--- src/hdl/pfpm_pkg.sv ---
// Shared types, pattern tables and sizes for the packet fixed pattern matcher.
`default_nettype none

package pfpm_pkg;

   // Default scan window in bytes; matches must lie inside it.
   localparam int unsigned WINDOW_DEFAULT = 512;

   // A match must start more than this many bytes before the end of the window.
   localparam int unsigned START_MARGIN = 40;

   // Pattern lengths.
   localparam int unsigned URI_LEN       = 35;
   localparam int unsigned TAG_LONG_LEN  = 5;
   localparam int unsigned TAG_SHORT_LEN = 3;

   // Cells in the history chain: the longest pattern less the current byte.
   localparam int unsigned HIST_LEN = URI_LEN - 1;

   // Script path "phpunit/src/Util/PHP/eval-stdin.php", first byte first.
   localparam logic [7:0] URI_PAT [URI_LEN] = '{
      8'h70, 8'h68, 8'h70, 8'h75, 8'h6E, 8'h69, 8'h74, 8'h2F,
      8'h73, 8'h72, 8'h63, 8'h2F, 8'h55, 8'h74, 8'h69, 8'h6C,
      8'h2F, 8'h50, 8'h48, 8'h50, 8'h2F, 8'h65, 8'h76, 8'h61,
      8'h6C, 8'h2D, 8'h73, 8'h74, 8'h64, 8'h69, 8'h6E, 8'h2E,
      8'h70, 8'h68, 8'h70
   };

   // "<?php"
   localparam logic [7:0] TAG_LONG_PAT [TAG_LONG_LEN] = '{
      8'h3C, 8'h3F, 8'h70, 8'h68, 8'h70
   };

   // "<?="
   localparam logic [7:0] TAG_SHORT_PAT [TAG_SHORT_LEN] = '{
      8'h3C, 8'h3F, 8'h3D
   };

   // One input word: a packet byte and its end-of-packet flag.
   typedef struct packed {
      logic [7:0] data_byte;
      logic       last_byte;
   } pfpm_req_type;

   // One result word, given after the final byte of a packet.
   typedef struct packed {
      logic uri_seen;
      logic tag_seen;
      logic alert;
   } pfpm_rsp_type;

   // Per-cell compare result; a cell outside a pattern's span reports a hit.
   typedef struct packed {
      logic uri;
      logic tag_long;
      logic tag_short;
   } pfpm_hit_type;

endpackage

`default_nettype wire

--- src/hdl/packet_fixed_pattern_matcher_top.sv ---
// Top level of the packet fixed pattern matcher: cell chain, position, flags, result register.
//
// Usage
//   req channel: one packet byte per word (data_byte), last_byte marks the final
//   byte. rsp channel: one word per packet, given after its final byte, carrying
//   uri_seen (script path found), tag_seen ("<?php" or "<?=" found) and alert
//   (both found). Bytes from WINDOW onwards are taken but not scanned, and a
//   match must start before byte WINDOW-40.
//   Throughput: one byte per cycle while no final byte is stalled. A chain of 34
//   history cells shifts every byte along while all cells compare in parallel
//   against the patterns, so each word completes its scan in the cycle it is accepted.
//   Latency: the result word is valid in the cycle after the final byte is
//   accepted, held in an output register.
//   Stall: while a result word waits under rsp_stall, non-final bytes are
//   still taken; only a final byte is stalled until the output register frees.
//   Reset: synchronous, active high; clears position, flags and rsp_valid.
//   The history cells need no clearing, since a match is only counted once
//   enough bytes of the current packet have passed through them.
`default_nettype none

module packet_fixed_pattern_matcher_top #(
   parameter int unsigned WINDOW = pfpm_pkg::WINDOW_DEFAULT
) (
   input  wire logic              clock,
   input  wire logic              reset,
   input  wire logic              req_valid,
   output logic                   req_stall,
   input  wire pfpm_pkg::pfpm_req_type req_word,
   output logic                   rsp_valid,
   input  wire logic              rsp_stall,
   output pfpm_pkg::pfpm_rsp_type rsp_word
);

   import pfpm_pkg::*;

   // Position saturates at WINDOW, so it must be able to hold WINDOW itself.
   localparam int unsigned POS_W = $clog2(WINDOW + 1);

   // Last position at which each pattern may end: start < WINDOW - START_MARGIN.
   localparam logic [POS_W-1:0] URI_MAX_END =
      POS_W'(WINDOW - START_MARGIN + URI_LEN - 2);
   localparam logic [POS_W-1:0] TAG_LONG_MAX_END =
      POS_W'(WINDOW - START_MARGIN + TAG_LONG_LEN - 2);
   localparam logic [POS_W-1:0] TAG_SHORT_MAX_END =
      POS_W'(WINDOW - START_MARGIN + TAG_SHORT_LEN - 2);
   localparam logic [POS_W-1:0] URI_MIN_END       = POS_W'(URI_LEN - 1);
   localparam logic [POS_W-1:0] TAG_LONG_MIN_END  = POS_W'(TAG_LONG_LEN - 1);
   localparam logic [POS_W-1:0] TAG_SHORT_MIN_END = POS_W'(TAG_SHORT_LEN - 1);
   localparam logic [POS_W-1:0] WINDOW_POS        = POS_W'(WINDOW);

   logic [POS_W-1:0] pos_ff, pos_in;
   logic             uri_found_ff, uri_found_in;
   logic             tag_found_ff, tag_found_in;
   logic             rsp_valid_ff, rsp_valid_in;
   pfpm_rsp_type     rsp_word_ff, rsp_word_in;

   logic             req_take;
   logic             in_window;
   logic             shift_en;
   logic [7:0]       chain [HIST_LEN+1];
   pfpm_hit_type     cell_hit [HIST_LEN];
   logic [HIST_LEN-1:0] uri_hits, tag_long_hits, tag_short_hits;
   logic             uri_now, tag_long_now, tag_short_now;
   logic             uri_next, tag_next;

   // Hold a final byte only while the previous result word is still stalled.
   assign req_stall = rsp_valid_ff & rsp_stall & req_word.last_byte;
   assign req_take  = req_valid & ~req_stall;
   assign in_window = (pos_ff < WINDOW_POS);
   assign shift_en  = req_take & in_window;

   // History chain: cell 0 takes the incoming byte, each cell feeds the next.
   assign chain[0] = req_word.data_byte;

   for (genvar k = 0; k < HIST_LEN; k++) begin : g_cell
      pfpm_cell #(
         .CELL_INDEX (k)
      ) u_cell (
         .clock    (clock),
         .shift_en (shift_en),
         .byte_in  (chain[k]),
         .byte_out (chain[k+1]),
         .hit      (cell_hit[k])
      );
      assign uri_hits[k]       = cell_hit[k].uri;
      assign tag_long_hits[k]  = cell_hit[k].tag_long;
      assign tag_short_hits[k] = cell_hit[k].tag_short;
   end

   // A pattern ends at the current byte when every cell in its span agrees,
   // the current byte is its last byte and the position lies in range.
   assign uri_now = in_window & (&uri_hits)
                  & (req_word.data_byte == URI_PAT[URI_LEN-1])
                  & (pos_ff >= URI_MIN_END) & (pos_ff <= URI_MAX_END);
   assign tag_long_now = in_window & (&tag_long_hits)
                  & (req_word.data_byte == TAG_LONG_PAT[TAG_LONG_LEN-1])
                  & (pos_ff >= TAG_LONG_MIN_END) & (pos_ff <= TAG_LONG_MAX_END);
   assign tag_short_now = in_window & (&tag_short_hits)
                  & (req_word.data_byte == TAG_SHORT_PAT[TAG_SHORT_LEN-1])
                  & (pos_ff >= TAG_SHORT_MIN_END) & (pos_ff <= TAG_SHORT_MAX_END);

   assign uri_next = uri_found_ff | uri_now;
   assign tag_next = tag_found_ff | tag_long_now | tag_short_now;

   always_comb begin
      pos_in       = pos_ff;
      uri_found_in = uri_found_ff;
      tag_found_in = tag_found_ff;
      rsp_word_in  = rsp_word_ff;
      rsp_valid_in = rsp_valid_ff & rsp_stall;
      if (req_take) begin
         if (req_word.last_byte) begin
            // Report and drop all packet state.
            rsp_word_in.uri_seen = uri_next;
            rsp_word_in.tag_seen = tag_next;
            rsp_word_in.alert    = uri_next & tag_next;
            rsp_valid_in         = 1'b1;
            pos_in               = '0;
            uri_found_in         = 1'b0;
            tag_found_in         = 1'b0;
         end else begin
            uri_found_in = uri_next;
            tag_found_in = tag_next;
            // Advance the position until it saturates at the window end.
            if (in_window) begin
               pos_in = pos_ff + POS_W'(1);
            end
         end
      end
   end

   always_ff @(posedge clock) begin
      if (reset) begin
         pos_ff       <= '0;
         uri_found_ff <= 1'b0;
         tag_found_ff <= 1'b0;
         rsp_valid_ff <= 1'b0;
      end else begin
         pos_ff       <= pos_in;
         uri_found_ff <= uri_found_in;
         tag_found_ff <= tag_found_in;
         rsp_valid_ff <= rsp_valid_in;
      end
      rsp_word_ff <= rsp_word_in;
   end

   assign rsp_valid = rsp_valid_ff;
   assign rsp_word  = rsp_word_ff;

   // Position never runs past the window end.
   a_pos_bound: assert property (@(posedge clock) disable iff (reset)
      pos_ff <= WINDOW_POS)
      else $error("position beyond window");

   // A final byte clears all packet state.
   a_clear_on_last: assert property (@(posedge clock) disable iff (reset)
      (req_take && req_word.last_byte) |=>
         (pos_ff == '0) && !uri_found_ff && !tag_found_ff)
      else $error("packet state not cleared after final byte");

   // A final byte always produces a result word next cycle.
   a_result_follows: assert property (@(posedge clock) disable iff (reset)
      (req_take && req_word.last_byte) |=> rsp_valid_ff)
      else $error("result word missing after final byte");

   // A stalled result word is never overwritten by a new final byte.
   a_no_overwrite: assert property (@(posedge clock) disable iff (reset)
      (rsp_valid_ff && rsp_stall) |-> !(req_take && req_word.last_byte))
      else $error("stalled result word overwritten");

   // Alert is exactly both flags.
   a_alert: assert property (@(posedge clock) disable iff (reset)
      rsp_valid_ff |-> (rsp_word_ff.alert == (rsp_word_ff.uri_seen && rsp_word_ff.tag_seen)))
      else $error("alert disagrees with flags");

endmodule

`default_nettype wire

--- src/hdl/pfpm_cell.sv ---
// One history cell: holds a past byte, passes it on and compares it to the patterns.
`default_nettype none

module pfpm_cell #(
   parameter int unsigned CELL_INDEX = 0
) (
   input  wire logic               clock,
   input  wire logic               shift_en,
   input  wire logic [7:0]         byte_in,
   output logic [7:0]              byte_out,
   output pfpm_pkg::pfpm_hit_type  hit
);

   import pfpm_pkg::*;

   // Pattern lanes this cell faces; cells past a tag's span point at lane 0 and never use it.
   localparam int unsigned TAG_LONG_IDX  =
      (CELL_INDEX < TAG_LONG_LEN - 1) ? TAG_LONG_LEN - 2 - CELL_INDEX : 0;
   localparam int unsigned TAG_SHORT_IDX =
      (CELL_INDEX < TAG_SHORT_LEN - 1) ? TAG_SHORT_LEN - 2 - CELL_INDEX : 0;

   logic [7:0] byte_ff;
   logic [7:0] byte_in_mux;

   // Cell k holds the byte k+1 places before the current one.
   assign byte_in_mux = shift_en ? byte_in : byte_ff;

   always_ff @(posedge clock) begin
      byte_ff <= byte_in_mux;
   end

   assign byte_out = byte_ff;

   always_comb begin
      hit.uri       = (byte_ff == URI_PAT[URI_LEN - 2 - CELL_INDEX]);
      hit.tag_long  = 1'b1;
      hit.tag_short = 1'b1;
      if (CELL_INDEX < TAG_LONG_LEN - 1) begin
         hit.tag_long = (byte_ff == TAG_LONG_PAT[TAG_LONG_IDX]);
      end
      if (CELL_INDEX < TAG_SHORT_LEN - 1) begin
         hit.tag_short = (byte_ff == TAG_SHORT_PAT[TAG_SHORT_IDX]);
      end
   end

endmodule

`default_nettype wire

--- config.mk ---
export PLATFORM = sky130hd
export DESIGN_NAME = packet_fixed_pattern_matcher_top
export DESIGN_NICKNAME = d
export VERILOG_FILES = /design/src/hdl/pfpm_pkg.sv /design/src/hdl/packet_fixed_pattern_matcher_top.sv /design/src/hdl/pfpm_cell.sv
export SDC_FILE = /design/constraint.sdc
export NUM_CORES = 1
export LEC_CHECK = 0
export BUFFER_PORTS_ARGS = -buffer_cell sky130_fd_sc_hd__clkbuf_2
export CORE_MARGIN = 2
export CORE_UTILIZATION = 55
export CTS_CLUSTER_DIAMETER = 80
export CTS_CLUSTER_SIZE = 14
export DETAILED_ROUTE_END_ITERATION = 8
export PLACE_DENSITY = 0.74
export SLEW_MARGIN = 20
export SYNTH_ARGS = -nofsm -noshare
export SYNTH_HDL_FRONTEND = slang
export SYNTH_SLANG_ARGS = --single-unit
--- constraint.sdc ---
create_clock -name clock -period 20.6 [get_ports clock]
set_input_delay 3.09 -clock clock [delete_from_list [all_inputs] [get_ports clock]]
set_output_delay 3.09 -clock clock [all_outputs]
set_load 0.005 [all_outputs]
==> results of run 1 <==
kinds of logic after synthesis:
kind of cell	count (synthesis)	synth area share (%)
AO/OA/AOI/OAI	23	1.597
XOR/XNOR	4	0.3549
adder cells (fa/ha/maj)	4	0.5069
buffers and inverters	9	0.4182
flip-flops	288	86.28
AND/OR/NAND/NOR	157	10.85
report_power, final:
group / internal (µW) / total, µW / switching [µW]
Clock: 227 / 420 / 193
Combinational: 6.72 / 23.2 / 16.5
Sequential: 683 / 703 / 20.3
flip-flops by register name (all words and copies together), names as in the netlist:
register / count
g_cell.u_cell.byte_out: 272
pos_ff: 10
rsp_valid: 1
rsp_word: 3
tag_found_ff: 1
uri_found_ff: 1
worst max-delay path: cells and delay by family:
kind / cells / cell delay, ns
buf+inv: 3 / 0.30
simple gates: 1 / 0.12
cell usage after synthesis (2+ instances only):
cell | instances | area share (%)
nand2_1 | 15 | 0.57
and4b_1 | 5 | 0.51
nor2b_1 | 3 | 0.19
or4b_1 | 3 | 0.30
a22oi_1 | 2 | 0.15
ha_1 | 4 | 0.51
dfxtp_1 | 13 | 2.6
nor2_1 | 24 | 0.91
a21oi_1 | 5 | 0.25
nor3_1 | 2 | 0.10
inv_1 | 7 | 0.27
nor3b_1 | 4 | 0.30
or4_1 | 6 | 0.46
or2_1 | 2 | 0.13
nor4_1 | 14 | 0.89
nand4_1 | 20 | 1.3
nand4bb_1 | 2 | 0.23
edfxtp_1 | 275 | 84
nand4b_1 | 17 | 1.5
xnor2_1 | 3 | 0.27
nor4b_1 | 16 | 1.4
o21ai_0 | 7 | 0.35
a31oi_1 | 2 | 0.13
nand3_1 | 3 | 0.15
or3_1 | 2 | 0.13
nor4bb_1 | 12 | 1.2
metal layers:
metal / vias up / track usage, % / wire, µm / share of wire (%)
met1: 2350 / 24.40 / 7104 / 42
met4: 0 / 6.689 / 538 / 3.2
met2: 128 / 29.87 / 8502 / 50
met3: 34 / 3.692 / 816 / 4.8
met5: - / 0 / 0 / 0
li1: 2086 / - / - / -
cells in the final DEF, fill, tap and decap left out, types with 7 or more instances in the layout:
master and instances:
nor2_1 23, inv_1 7, clkbuf_2 17, nor4_1 14
clkbuf_16 25, clkbuf_1 18, o21ai_0 7, nor4b_1 16
nand4b_1 17, dfxtp_1 13, nand2_1 15, nand4_1 20
nor4bb_1 12, edfxtp_1 275
path summary, 6_finish.rpt:
path                                             end  slack [ns]
min          g_cell[18].u_cell.byte_out[2]$_DFFE_PP_        0.43
min reg2reg  g_cell[18].u_cell.byte_out[2]$_DFFE_PP_        0.43
max reg2reg                    rsp_word[0]$_DFFE_PP_       17.91
max                                        req_stall       13.99
cell type report:
type	instances	area [µm²]
clock inverters	1	8.758
multi-input cells	188	1321
repair buffers	20	115.1
fillers	1176	6452
clock buffers	43	693.2
inverters	7	26.28
well taps	225	281.5
flip-flops and latches	288	8518
through the flow:
step	instance area (µm²)	util [%]	worst slack (ns)
2_1_floorplan	9873	-	5.069
3_3_place_gp	10250	58.88	14.00
3_5_place_dp	10250	58.88	14.01
4_1_cts	10960	62.91	14.00
5_1_grt	10960	62.95	13.95
6_report	10960	62.95	13.99
==> run summary, run 1 <==
CTS tree = yes
Post-synth EDFFs = 275
cell mode on critical path = clkbuf_2
ys flop type = edfxtp_1
Startpoint Class = input port
Critical Path RT = 17.51 ns
CP max-delay cell = clkbuf_2
number of remaining DRC errors = 0
status = finished, final reports clean
First DRT Iteration DRCs = 427
Synth cell types = 43
Setup Skew = 0.01340 ns
actual slew at the worst max-slew pin = 1.000 ns
Post-CTS Hold Buffers = 0
largest net degree at the start of global routing = 103
final setup fails = 0
CORE AREA = 0.01742 mm²
drt first pass iters = 5
FF-to-FF Start = g_cell[24].u_cell.byte_out[2]$_DFFE_PP_
ANT nets after route = 0
Fin. Hold Viols = 0
Tmin final = 6.610 ns
yosys warns = 0
Placer Congestion = 0.9031
Leak = 0.003563 µW
Syn Inst Count = 485
Worst setup startpoint = req_word[0]
crit path kind = in2out
nets = 546
CP arrival = 3.52 ns
clk buf depth = 3
Inserted Diodes = 0
hold path start = g_cell[17].u_cell.byte_out[2]$_DFFE_PP_
sequential fraction of the synthesis area = 86.28%
Final Total Pwr = 1146 µW
CP Capture Type = primary output
Total GRT Usage = 18.19%
syn avg cell area = 20.36 µm²
setup_tns = 0 ns
initial antenna violation count = 0
Post-Syn Nets = 502
clock root buffer = clkbuf_16
Mapped Area = 0.009873 mm²
fmax = 0.1513 GHz
relative slew slack = 33.32%
Cell Count, Final, Fillers Out = 772
Routed wire per std cell = 21.97 µm
routed vias/inst = 5.956
RSZ-0062 raised after global routing = no
drt total wl = 16.96 mm
DPL Wire Length = 10.92 mm
CP Max Fanout = 7
detailed-route via count = 4598
postcts setup bufs = 0
max-cap violation count = 0
ys async rst share = 0%
FP Rows = 48
CP Cell Sequence = clkbuf_2, nand3_1, inv_1, clkbuf_2
Seq cells post-synth = 288
vias in the first global route = 4550
type of the tightest min-delay check = reg2reg
cts bufs inserted = 24
total clock sinks = 288
Register-to-Register Path Depth = 6
Area Overhead vs Synth = 11.05%
layout cells sized above 1 = 9.324%
global-route wire length before repair = 25.27 mm
Clk Latency, worst-skew pair = 0.52 ns
cell depth of the worst hold path = 0
pwr dens = 104.5 mW/mm²
fin. max-slew vios = 0
num ports = 18
port bufs = 17
Initial Util = 56.69%
GRT overflow = 0
Tcrit/Tclk final = 32.09%
cell total after placement = 728
peak per-stage delay on the critical path = 0.14 ns
Chip Width = 138.0 µm
PostCTS Resize Cnt = 0
Hold WS = 0.4339 ns
Clk pin slew, worst setup/hold paths = 0.07 ns
H-tree Lvls = 1
Max VDD drop = 0.00008689 V
Die ar. = 0.01904 mm²
Die H = 138.0 µm
(Power assumes the default switching activity.)
==> inputs of run 2 (changes only) <==
==> constraint.sdc (replaced) <==
create_clock -name clock -period 6.9 [get_ports clock]
set_input_delay 1.035 -clock clock [delete_from_list [all_inputs] [get_ports clock]]
set_output_delay 1.035 -clock clock [all_outputs]
set_load 0.005 [all_outputs]
==> run 2 against run 1 <==
Net effect: via count is 1.0% lower; sequential power grew to 3.0 times the previous value; clock-buffer cell count is 1 lower; largest cell class unchanged; largest power group unchanged.
==> run summary, run 2 (synthesis gave the netlist of run 1 again) <==
status = finished, final reports clean
clk buf depth = 3 (unchanged)
final setup fails = 0 (unchanged)
Routed wire per std cell = 21.82 µm (-0.67%)
relative slew slack = 27.06% (-6.3 points)
PostCTS Resize Cnt = 0 (unchanged)
total clock sinks = 288 (unchanged)
number of remaining DRC errors = 0 (unchanged)
dpl cell area = 0.01026 mm² (about the same)
Worst path top cell family by delay = simple AND/OR/NAND/NOR gates
crit path kind = reg2reg
Total GRT Usage = 17.73% (-0.46 points)
Critical Path RT = 7.28 ns (-10.23 ns)
Buffers & Inverters on Critical Path = 0 (-3)
peak per-stage delay on the critical path = 0.64 ns (+0.50 ns)
CP Max Fanout = 3 (-4)
CP Cell Sequence = nand4b_1, or4_1, nor4_1, nand4_1, nor4_1, o22a_1
CP arrival = 3.01 ns (-0.51 ns)
cell total after placement = 727 (-0.14%)
nets = 545 (-0.18%)
Die H = 138.0 µm (unchanged)
cts bufs inserted = 24 (unchanged)
final worst slack = 4.270 ns (-9.720 ns)
max-cap violation count = 0 (unchanged)
global-route wire length before repair = 24.87 mm (-1.6%)
Area Overhead vs Synth = 10.99% (about the same)
postcts setup bufs = 0 (unchanged)
drt total wl = 16.80 mm (-0.93%)
Startpoint Class = flip-flop
layout cells sized above 1 = 9.174% (-0.15 points)
vias in the first global route = 4438 (-2.5%)
Clk Latency, worst-skew pair = 0.51 ns (about the same)
detailed-route via count = 4552 (-1.0%)
First DRT Iteration DRCs = 428 (+0.23%)
Clk pin slew, worst setup/hold paths = 0.07 ns (about the same)
FP Rows = 48 (unchanged)
CP Capture Type = flip-flop
Chip Width = 138.0 µm (unchanged)
RSZ-0062 raised after global routing = no
GRT overflow = 0 (unchanged)
Tmin final = 2.630 ns
most frequent cells in the layout = edfxtp_1, clkbuf_16, nor2_1, nand4_1
Placer Congestion = 0.8435 (-6.6%)
Die ar. = 0.01904 mm² (unchanged)
num ports = 18 (unchanged)
ANT nets after route = 0 (unchanged)
Initial Util = 56.69% (unchanged)
port bufs = 17 (unchanged)
CORE AREA = 0.01742 mm² (unchanged)
setup_tns = 0 ns (unchanged)
cell mode on critical path = nor4_1
clock root buffer = clkbuf_16
H-tree Lvls = 1 (unchanged)
pwr dens = 311.0 mW/mm² (+200%)
CP max-delay cell = nor4_1
drt first pass iters = 4 (-1)
actual slew at the worst max-slew pin = 1.094 ns (+0.09402 ns)
pre-CTS WS = 3.914 ns (-10.09 ns)
Setup Skew = 0.009571 ns (-0.003832 ns)
Inserted Diodes = 0 (unchanged)
Fin. Hold Viols = 0 (unchanged)
max reg flops = 272 (unchanged)
Cell Count, Final, Fillers Out = 770 (-0.26%)
Leak = 0.003559 µW (-0.11%)
initial antenna violation count = 0 (unchanged)
CTS tree = yes
fmax = 0.3803 GHz
type of the tightest min-delay check = reg2reg
commonest non-fill, non-tap cell in the layout = edfxtp_1
Tcrit/Tclk final = 38.11%
Post-CTS Hold Buffers = 0 (unchanged)
DPL Wire Length = 10.83 mm (-0.82%)
design area = 0.01096 mm² (about the same)
Max VDD drop = 0.0002328 V (+170%)
largest net degree at the start of global routing = 183 (+78%)
fin. max-slew vios = 0 (unchanged)
routed vias/inst = 5.912 (-0.74%)
-- run 2: cell count changes in the layout (fill, tap and decap cells not counted) --
| cell | previous run | this run |
|---|---|---|
| buf_12 | 0 | 1 |
| clkbuf_1 | 18 | 17 |
| buf_6 | 2 | 0 |
-- run 2: cell type report --
class	instances	area, µm²
tap	225	281.5
timing repair buffer	19	112.6
sequential	288	8518
fill	1169	6459
multi-input combinational	188	1321
clock inverter	1	8.758
clock buffer	42	689.4
inverter	7	26.28
-- run 2: worst paths after layout --
check / from / to / slack (ns) / cells after the start
setup reg to reg: g_cell[25].u_cell.byte_out[3]$_DFFE_PP_ / rsp_word[0]$_DFFE_PP_ / 4.27 / 6
hold / removal: g_cell[2].u_cell.byte_out[7]$_DFFE_PP_ / g_cell[3].u_cell.byte_out[7]$_DFFE_PP_ / 0.44 / 0
hold reg to reg: g_cell[2].u_cell.byte_out[7]$_DFFE_PP_ / g_cell[3].u_cell.byte_out[7]$_DFFE_PP_ / 0.44 / 0
setup / recovery: g_cell[25].u_cell.byte_out[3]$_DFFE_PP_ / rsp_word[0]$_DFFE_PP_ / 4.27 / 6
-- run 2: power breakdown --
group / internal (µW) / switching [µW] / leakage (µW)
combinational: 20.1 / 48.8 / 0.000440
clock: 676 / 564 / 0.000332
sequential: 2040 / 60.1 / 0.00279
total: 2730 / 673 / 0.00356
-- run 2: through the flow --
| step | power (µW) | util, % | hold slack [ns] |
|---|---|---|---|
| 6_report | 3408 | 62.92 | 0.4361 |
| 5_1_grt | 3509 | 62.92 | 0.4456 |
| 4_1_cts | 3430 | 62.92 | 0.4365 |
| 3_5_place_dp | 2206 | 58.91 | 0.4269 |
| 3_3_place_gp | 2198 | 58.91 | 0.4233 |
| 2_1_floorplan | 2159 | - | 0.4166 |
-- run 2: metal layers --
metal  track usage [%]  share of wire (%)  up-vias
met5                 0                  0        -
met4             3.855                1.8        0
met3             2.924                5.1       30
met2             29.76                 50      142
met1             24.89                 43     2300
li1                  -                  -     2080
